## config.mk

```make
export PLATFORM = sky130hd
export DESIGN_NAME = sha1_byte_stream_hasher
export DESIGN_NICKNAME = d
export VERILOG_FILES = /design/src/design/sha1bs_pkg.sv /design/src/design/sha1bs_dp.sv /design/src/design/sha1bs_ctrl.sv /design/src/design/sha1_byte_stream_hasher.sv
export SDC_FILE = /design/constraint.sdc
export NUM_CORES = 2
export LEC_CHECK = 0
export ABC_AREA = 1
export BUFFER_PORTS_ARGS = -buffer_cell sky130_fd_sc_hd__buf_2
export CAP_MARGIN = 20
export CORE_MARGIN = 5
export CORE_UTILIZATION = 58
export DETAILED_ROUTE_END_ITERATION = 7
export GPL_ROUTABILITY_DRIVEN = 0
export PLACE_DENSITY_LB_ADDON = 0.15
export REMOVE_ABC_BUFFERS = 1
export SLEW_MARGIN = 30
export SYNTH_ARGS = -nofsm -noshare
export SYNTH_HDL_FRONTEND = slang
export SYNTH_SLANG_ARGS = --single-unit
```

## constraint.sdc

```tcl
create_clock -name clk -period 18.96 [get_ports clk]
set_clock_uncertainty 0.1 [all_clocks]
set_input_delay 3.792 -clock clk [delete_from_list [all_inputs] [get_ports clk]]
set_output_delay 3.792 -clock clk [all_outputs]
set_load 0.1 [all_outputs]
```

## src/design/sha1bs_pkg.sv

```systemverilog
// Shared types and constants for the byte-serial SHA-1 hasher.
// Used by the controller, the datapath and the top level; no dependencies.
package sha1bs_pkg;

  // Command codes on the input channel
  localparam logic [1:0] CMD_START  = 2'd0;
  localparam logic [1:0] CMD_ABSORB = 2'd1;
  localparam logic [1:0] CMD_FINISH = 2'd2;

  // Status codes on the output channel
  localparam logic ST_OK    = 1'b0;
  localparam logic ST_ERROR = 1'b1;

  // Padding marker byte
  localparam logic [7:0] PAD_BYTE = 8'h80;

  // Block fill positions
  localparam logic [5:0] FILL_LEN  = 6'd56;
  localparam logic [5:0] FILL_LAST = 6'd63;

  // Last round index and last digest word index
  localparam logic [6:0] ROUND_LAST = 7'd79;
  localparam logic [2:0] WORD_LAST  = 3'd4;

  // Round function groups
  localparam logic [1:0] PH_CHOOSE = 2'd0;
  localparam logic [1:0] PH_PAR_LO = 2'd1;
  localparam logic [1:0] PH_MAJ    = 2'd2;
  localparam logic [1:0] PH_PAR_HI = 2'd3;

  // Initial hash words, element 0 is H0
  localparam logic [4:0][31:0] H_INIT = {
    32'hC3D2E1F0, 32'h10325476, 32'h98BADCFE, 32'hEFCDAB89, 32'h67452301
  };

  // Round constants, one per group of twenty rounds
  localparam logic [3:0][31:0] ROUND_K = {
    32'hCA62C1D6, 32'h8F1BBCDC, 32'h6ED9EBA1, 32'h5A827999
  };

  // Source of the byte shifted into the block register
  typedef enum logic [1:0] {
    SEL_DATA = 2'd0,
    SEL_PAD  = 2'd1,
    SEL_ZERO = 2'd2,
    SEL_LEN  = 2'd3
  } byte_sel_t;

  // Commands from controller to datapath
  typedef struct packed {
    logic      init_hash;
    logic      shift_en;
    byte_sel_t byte_sel;
    logic      count_len;
    logic      load_vars;
    logic      round_en;
    logic [1:0] phase;
    logic      hash_add;
    logic      clear_len;
    logic [2:0] word_sel;
  } dp_cmd_t;

  // Status from datapath to controller
  typedef struct packed {
    logic [5:0] fill;
    logic       len_carry;
  } dp_stat_t;

  // Result register load request
  typedef struct packed {
    logic       load;
    logic       status;
    logic       use_digest;
    logic [2:0] index;
    logic       last;
  } res_t;

endpackage

```

## src/design/sha1bs_dp.sv

```systemverilog
// Datapath of the SHA-1 hasher: block/schedule shift register, working
// variables, hash words, bit count and fill count. Uses sha1bs_pkg.
module sha1bs_dp import sha1bs_pkg::*; (
  input  logic        clk,
  input  logic        rst,
  input  dp_cmd_t     ctl,
  input  logic [7:0]  data_byte,
  output dp_stat_t    stat,
  output logic [31:0] digest
);

  logic [511:0]     sched;
  logic [4:0][31:0] hash;
  logic [31:0]      va, vb, vc, vd, ve;
  logic [63:0]      bit_len;
  logic [5:0]       fill;

  logic [31:0]     w0, w2, w8, w13, w_mix, w_new;
  logic [31:0]     f_val, t_sum;
  logic [7:0][7:0] len_bytes;
  logic [7:0]      byte_in;

  // Schedule taps: word j of the window sits at bits [511-32j -: 32]
  assign w0    = sched[511:480];
  assign w2    = sched[447:416];
  assign w8    = sched[255:224];
  assign w13   = sched[95:64];
  assign w_mix = w13 ^ w8 ^ w2 ^ w0;
  assign w_new = {w_mix[30:0], w_mix[31]};

  // Round function by group
  always_comb begin
    case (ctl.phase)
      PH_CHOOSE: f_val = (vb & vc) | (~vb & vd);
      PH_MAJ:    f_val = (vb & vc) | (vb & vd) | (vc & vd);
      default:   f_val = vb ^ vc ^ vd;
    endcase
  end

  assign t_sum = {va[26:0], va[31:27]} + f_val + ve + w0 + ROUND_K[ctl.phase];

  // Pick the byte to shift in: data, marker, zero or length byte
  assign len_bytes = bit_len;
  always_comb begin
    case (ctl.byte_sel)
      SEL_DATA: byte_in = data_byte;
      SEL_PAD:  byte_in = PAD_BYTE;
      SEL_LEN:  byte_in = len_bytes[3'd7 - fill[2:0]];
      default:  byte_in = 8'h00;
    endcase
  end

  // Digest word select
  always_comb begin
    case (ctl.word_sel)
      3'd0:    digest = hash[0];
      3'd1:    digest = hash[1];
      3'd2:    digest = hash[2];
      3'd3:    digest = hash[3];
      3'd4:    digest = hash[4];
      default: digest = 32'h0;
    endcase
  end

  assign stat.fill      = fill;
  assign stat.len_carry = &bit_len[63:3];

  // Control state: hash words, bit count, fill count
  always_ff @(posedge clk) begin
    if (rst) begin
      hash    <= H_INIT;
      bit_len <= '0;
      fill    <= '0;
    end else begin
      if (ctl.init_hash) begin
        hash    <= H_INIT;
        bit_len <= '0;
        fill    <= '0;
      end
      if (ctl.shift_en) begin
        fill <= fill + 6'd1;
      end
      if (ctl.count_len) begin
        bit_len <= bit_len + 64'd8;
      end
      if (ctl.clear_len) begin
        bit_len <= '0;
      end
      if (ctl.hash_add) begin
        hash[0] <= hash[0] + va;
        hash[1] <= hash[1] + vb;
        hash[2] <= hash[2] + vc;
        hash[3] <= hash[3] + vd;
        hash[4] <= hash[4] + ve;
      end
    end
  end

  // Payload: block shift line doubles as the rolling schedule window
  always_ff @(posedge clk) begin
    if (ctl.shift_en) begin
      sched <= {sched[503:0], byte_in};
    end else if (ctl.round_en) begin
      sched <= {sched[479:0], w_new};
    end
    if (ctl.load_vars) begin
      va <= hash[0];
      vb <= hash[1];
      vc <= hash[2];
      vd <= hash[3];
      ve <= hash[4];
    end else if (ctl.round_en) begin
      va <= t_sum;
      vb <= va;
      vc <= {vb[1:0], vb[31:2]};
      vd <= vc;
      ve <= vd;
    end
  end

endmodule

```

## src/design/sha1bs_ctrl.sv

```systemverilog
// Controller of the SHA-1 hasher: command decode, padding and round
// sequencing, digest readout. Uses sha1bs_pkg; drives sha1bs_dp.
module sha1bs_ctrl import sha1bs_pkg::*; (
  input  logic       clk,
  input  logic       rst,
  input  logic       in_valid,
  input  logic [1:0] cmd,
  input  logic       out_free,
  input  dp_stat_t   stat,
  output logic       in_ready,
  output dp_cmd_t    dpc,
  output res_t       res
);

  typedef enum logic [4:0] {
    S_IDLE  = 5'b00001,
    S_ROUND = 5'b00010,
    S_HADD  = 5'b00100,
    S_PAD   = 5'b01000,
    S_EMIT  = 5'b10000
  } state_t;

  state_t     state, state_next;
  logic [6:0] rnd, rnd_next;
  logic [2:0] widx, widx_next;
  logic       computed, computed_next;
  logic       corrupted, corrupted_next;
  logic       fin, fin_next;
  logic       pad_first, pad_first_next;
  logic       len_phase, len_phase_next;
  logic       accept;

  assign in_ready = (state == S_IDLE) && out_free;
  assign accept   = in_valid && in_ready;

  always_comb begin
    state_next     = state;
    rnd_next       = rnd;
    widx_next      = widx;
    computed_next  = computed;
    corrupted_next = corrupted;
    fin_next       = fin;
    pad_first_next = pad_first;
    len_phase_next = len_phase;
    dpc            = '0;
    dpc.word_sel   = widx;
    res            = '0;

    // Round group from round counter
    if (rnd < 7'd20) begin
      dpc.phase = PH_CHOOSE;
    end else if (rnd < 7'd40) begin
      dpc.phase = PH_PAR_LO;
    end else if (rnd < 7'd60) begin
      dpc.phase = PH_MAJ;
    end else begin
      dpc.phase = PH_PAR_HI;
    end

    case (state)
      S_IDLE: begin
        if (accept) begin
          case (cmd)
            CMD_START: begin
              dpc.init_hash  = 1'b1;
              computed_next  = 1'b0;
              corrupted_next = 1'b0;
              res.load       = 1'b1;
              res.status     = ST_OK;
              res.last       = 1'b1;
            end
            CMD_ABSORB: begin
              res.load = 1'b1;
              res.last = 1'b1;
              if (computed || corrupted) begin
                // Drop the byte and flag the message
                corrupted_next = 1'b1;
                res.status     = ST_ERROR;
              end else begin
                res.status    = ST_OK;
                dpc.shift_en  = 1'b1;
                dpc.byte_sel  = SEL_DATA;
                dpc.count_len = 1'b1;
                if (stat.len_carry) begin
                  corrupted_next = 1'b1;
                end
                if (stat.fill == FILL_LAST) begin
                  dpc.load_vars = 1'b1;
                  rnd_next      = '0;
                  state_next    = S_ROUND;
                end
              end
            end
            CMD_FINISH: begin
              if (corrupted) begin
                res.load   = 1'b1;
                res.status = ST_ERROR;
                res.last   = 1'b1;
              end else if (computed) begin
                widx_next  = '0;
                state_next = S_EMIT;
              end else begin
                fin_next       = 1'b1;
                pad_first_next = 1'b1;
                len_phase_next = 1'b0;
                state_next     = S_PAD;
              end
            end
            default: begin
            end
          endcase
        end
      end
      S_PAD: begin
        // Shift one padding byte per cycle
        dpc.shift_en   = 1'b1;
        pad_first_next = 1'b0;
        if (pad_first) begin
          dpc.byte_sel = SEL_PAD;
        end else if (len_phase || stat.fill == FILL_LEN) begin
          dpc.byte_sel   = SEL_LEN;
          len_phase_next = 1'b1;
        end else begin
          dpc.byte_sel = SEL_ZERO;
        end
        if (stat.fill == FILL_LAST) begin
          dpc.load_vars = 1'b1;
          rnd_next      = '0;
          state_next    = S_ROUND;
        end
      end
      S_ROUND: begin
        dpc.round_en = 1'b1;
        rnd_next     = rnd + 7'd1;
        if (rnd == ROUND_LAST) begin
          state_next = S_HADD;
        end
      end
      S_HADD: begin
        dpc.hash_add = 1'b1;
        if (fin && len_phase) begin
          // Final block done: freeze digest and read it out
          dpc.clear_len  = 1'b1;
          computed_next  = 1'b1;
          fin_next       = 1'b0;
          len_phase_next = 1'b0;
          widx_next      = '0;
          state_next     = S_EMIT;
        end else if (fin) begin
          state_next = S_PAD;
        end else begin
          state_next = S_IDLE;
        end
      end
      S_EMIT: begin
        if (out_free) begin
          res.load       = 1'b1;
          res.status     = ST_OK;
          res.use_digest = 1'b1;
          res.index      = widx;
          res.last       = (widx == WORD_LAST);
          widx_next      = widx + 3'd1;
          if (widx == WORD_LAST) begin
            state_next = S_IDLE;
          end
        end
      end
      default: begin
        state_next = S_IDLE;
      end
    endcase
  end

  always_ff @(posedge clk) begin
    if (rst) begin
      state     <= S_IDLE;
      rnd       <= '0;
      widx      <= '0;
      computed  <= 1'b0;
      corrupted <= 1'b0;
      fin       <= 1'b0;
      pad_first <= 1'b0;
      len_phase <= 1'b0;
    end else begin
      state     <= state_next;
      rnd       <= rnd_next;
      widx      <= widx_next;
      computed  <= computed_next;
      corrupted <= corrupted_next;
      fin       <= fin_next;
      pad_first <= pad_first_next;
      len_phase <= len_phase_next;
    end
  end

endmodule

```

## src/design/sha1_byte_stream_hasher.sv

```systemverilog
// Byte-serial SHA-1 hasher. A data byte is one transfer; the byte that fills a
// 64-byte block makes it busy for 80 rounds, one per cycle, and the hash update.
// A first finish shifts 64 - fill or 128 - fill padding bytes at one per cycle,
// with rounds and update per block, then gives five results, one a cycle while
// the output register is free. Results sit in it; input waits until it is free.
// Reset (rst, synchronous) loads the initial hash words, clears counts and flags.
module sha1_byte_stream_hasher import sha1bs_pkg::*; (
  input  logic        clk,
  input  logic        rst,
  input  logic        in_valid,
  output logic        in_ready,
  input  logic [1:0]  cmd,
  input  logic [7:0]  data_byte,
  output logic        out_valid,
  input  logic        out_ready,
  output logic        status,
  output logic [31:0] digest_word,
  output logic [2:0]  word_index,
  output logic        is_last
);

  dp_cmd_t     dpc;
  dp_stat_t    stat;
  res_t        res;
  logic [31:0] digest;
  logic        out_free;

  assign out_free = !out_valid || out_ready;

  sha1bs_ctrl u_ctrl (
    .clk      (clk),
    .rst      (rst),
    .in_valid (in_valid),
    .cmd      (cmd),
    .out_free (out_free),
    .stat     (stat),
    .in_ready (in_ready),
    .dpc      (dpc),
    .res      (res)
  );

  sha1bs_dp u_dp (
    .clk       (clk),
    .rst       (rst),
    .ctl       (dpc),
    .data_byte (data_byte),
    .stat      (stat),
    .digest    (digest)
  );

  // Output register: load a result, hold until transfer
  always_ff @(posedge clk) begin
    if (rst) begin
      out_valid <= 1'b0;
    end else if (res.load) begin
      out_valid <= 1'b1;
    end else if (out_ready) begin
      out_valid <= 1'b0;
    end
  end

  always_ff @(posedge clk) begin
    if (res.load) begin
      status      <= res.status;
      digest_word <= res.use_digest ? digest : 32'h0;
      word_index  <= res.index;
      is_last     <= res.last;
    end
  end

endmodule

```

==> flow_summary.ini <==
[run_status]
status = complete, no violations

[global_routing]
track_usage = 0.330
grt_pass1_wl_mm = 290
grt_pass1_vias = 50826
grt_start_max_net_pins = 230
overflow = 0
antenna_found_initial = 3

[final_layout]
final_common_cell = nand2_1
final_cell_area_sq_um = 65700
post-route-util = 0.626
layout_common_cells = nand2_1, inv_1, edfxtp_1
layout.nets = 8453
areaGrowthSynthToFinish_pct = 7.50
fin_cells = 9596
drive_gt1_frac = 0.0362
fillers = 9393

[route]
dr.first_iter.drc_count = 7032
wl_per_cell_um = 19.7
wl_mm = 189
drc_errors = 0
vias = 55140
drtPass1Iterations = 7
viasPerCell = 5.75
ant_nets = 0

[die]
initial_core_util = 0.582
fp.dieH_um = 335
die_w_um = 335
die_area_sq_um = 112000
rows = 119
coreArea_sq_um = 105000
io_pins = 53

[clock_tree]
cts_setup_buffers = 0
cts_hold_buf = 0
tritoncts = done
cts_made_buffers = 103
cts.htree.levels = 3
path_clk_slew_ns = 0.06
clock_sinks = 957
clkLatencyLatePin_ns = 0.73
clockRootBuffer = clkbuf_16
cts_resized = 0
cts.path.max_buffers = 3

[setup_path]
r2r_start = u_ctrl.rnd[5]
rr_worst_depth = 26
rr_endpoint = u_dp.va[29]
endpoint_kind = primary output
cp_cell_sequence = buf_2 -> nor2_2 -> nor2_2 -> buf_2
required_ns = 15.07
start_kind = input pin
cp_num_buf_inv = 2
slowest_delay_ns = 0.30
slowest_stage = buf_2
worstSetupPathType = in -> out
worstPathArrival_ns = 4.55
cp_max_fo = 6
r2r_setup_slack_ns = 12.82
critical-path-top-delay-family = buffers and inverters

[synthesis]
mappedNetlistArea_sq_um = 61100
ys_ff_latch = 957
synth.yosys.warnings = 0
netlist_instances = 8185
yosysUniqueCellTypes = 47
syn_avg_cell_area_sq_um = 7.47
ys_seq_area_frac = 0.430

[placed_design]
portBuffers = 52
dpl_cell_area_sq_um = 62300
dp.cells = 9395
dpl.hpwl_mm = 138

[worst_hold_path]
holdPathEnd = u_dp.fill[5]
whs_path_depth = 1
hold_path.startpoint = u_dp.fill[5]
hold_class = reg -> reg

[timing]
whs_ns = 0.354
drv_slew = 0
rsz0062_at_grt = no
slew_headroom = 0.282
setup_viol = 0
max_slew.worst_pin.slew_ns = 1.08
min_period_ns = 8.45
fmax_mhz = 118
hold_viol_final = 0
finalCritPeriodShare = 0.446

[job]
cap_violations = 0

[power]
vdd_ir_drop_max_v = 0.0000723
power_uw = 4890
power.density_nw_per_um2 = 74.5
leakagePower_uw = 0.0301
## power by group
part / internal (uW) / switching [uW]
Sequential: 2340 / 45.5
Combinational: 133 / 349
Clock: 1130 / 891
Total: 3610 / 1290
## cell usage after synthesis (all sizes together)
| cell type | count | area, sq um |
|---|---|---|
| inv | 1103 | 4140 |
| or2 | 25 | 156 |
| ha | 204 | 2550 |
| o21ai | 431 | 2160 |
| a211oi | 1 | 7.51 |
| xor2 | 33 | 289 |
| fa | 125 | 2500 |
| and2 | 18 | 113 |
| xnor2 | 105 | 920 |
| a31o | 2 | 17.5 |
| a311oi | 7 | 61.3 |
| mux2i | 20 | 200 |
| nor3b | 1 | 7.51 |
| and3 | 7 | 43.8 |
| a21o | 5 | 37.5 |
| nor3 | 105 | 559 |
| a21oi | 381 | 1910 |
| nor2 | 431 | 1650 |
| o22ai | 84 | 526 |
| nand3 | 449 | 2260 |
| nand3b | 9 | 67.6 |
| edfxtp | 709 | 21300 |
| nor4 | 10 | 62.6 |
| dfxtp | 248 | 4960 |
| clkinv | 2 | 7.51 |
| buf | 191 | 980 |
| o21bai | 28 | 210 |
| o31ai | 4 | 30.0 |
| o21a | 2 | 15.0 |
| o221ai | 22 | 193 |
| o211ai | 24 | 180 |
| clkbuf | 78 | 293 |
| a31oi | 4 | 25.0 |
| nand4 | 86 | 538 |
| a22oi | 3 | 22.5 |
| nand2 | 3228 | 12100 |
## registers in the layout, summed over array words and instances, names as in the netlist, 3 cells and up
| register | flops |
|---|---|
| u_dp.sched | 512 |
| u_dp.hash | 160 |
| u_dp.bit_len | 61 |
| digest_word | 32 |
| u_dp.va | 32 |
| u_dp.vb | 32 |
| u_dp.vc | 32 |
| u_dp.vd | 32 |
| u_dp.ve | 32 |
| u_ctrl.rnd | 7 |
| u_dp.fill | 6 |
| u_ctrl.state | 5 |
| u_ctrl.widx | 3 |
| word_index | 3 |
## stage by stage
stage / TNS [ns] / worst slack [ns]
finish: 0 / 10.51
global route: 0 / 10.09
global placement: 0 / 9.66
CTS: 0 / 10.38
floorplan: -5292.82 / -9.66
detailed placement: 0 / 9.58
## metal layers
| layer | track usage | share of wire | up-vias |
|---|---|---|---|
| met5 | 0 | 0 | - |
| met4 | 0.182 | 0.068 | 0 |
| met3 | 0.0698 | 0.11 | 671 |
| met2 | 0.495 | 0.43 | 2860 |
| met1 | 0.449 | 0.40 | 25393 |
| li1 | - | - | 26216 |
## kinds of logic (layout without fill, tap and decap cells)
| family | after synthesis | after routing | synth area share |
|---|---|---|---|
| compound gates | 998 | 998 | 0.0882 |
| xor+xnor | 138 | 138 | 0.0198 |
| fa+ha+maj | 329 | 329 | 0.0827 |
| buf+inv | 1374 | 1389 | 0.0887 |
| flops | 957 | 957 | 0.430 |
| mux | 20 | 20 | 0.00328 |
| other cells | 0 | 5 | 0 |
| simple gates | 4369 | 4369 | 0.288 |
## area by class of cell
type | instances | area [sq um] | share of cell area
clock inverters | 59 | 568 | 0.00864
diodes | 5 | 12.5 | 0.000190
well taps | 1391 | 1740 | 0.0265
flip-flops and latches | 957 | 26300 | 0.400
clock buffers | 136 | 2810 | 0.0428
repair buffers | 89 | 642 | 0.00977
inverters | 1105 | 4160 | 0.0633
multi-input cells | 5854 | 29500 | 0.449
## how the worst max path moves through the flow
stage              start               to  slack (ns)  cells past startpoint
2_1_floorplan     cmd[1]    u_dp.sched[0]       -9.66                      8
3_3_place_gp      cmd[1]   u_dp.sched[12]        9.66                     12
3_5_place_dp      cmd[1]  u_dp.sched[458]        9.58                     12
4_1_cts           cmd[1]   u_dp.sched[28]       10.38                     12
5_1_grt           cmd[1]   u_dp.sched[11]       10.09                     12
6_report       out_ready         in_ready       10.51                      4
(Power assumes the default switching activity.)
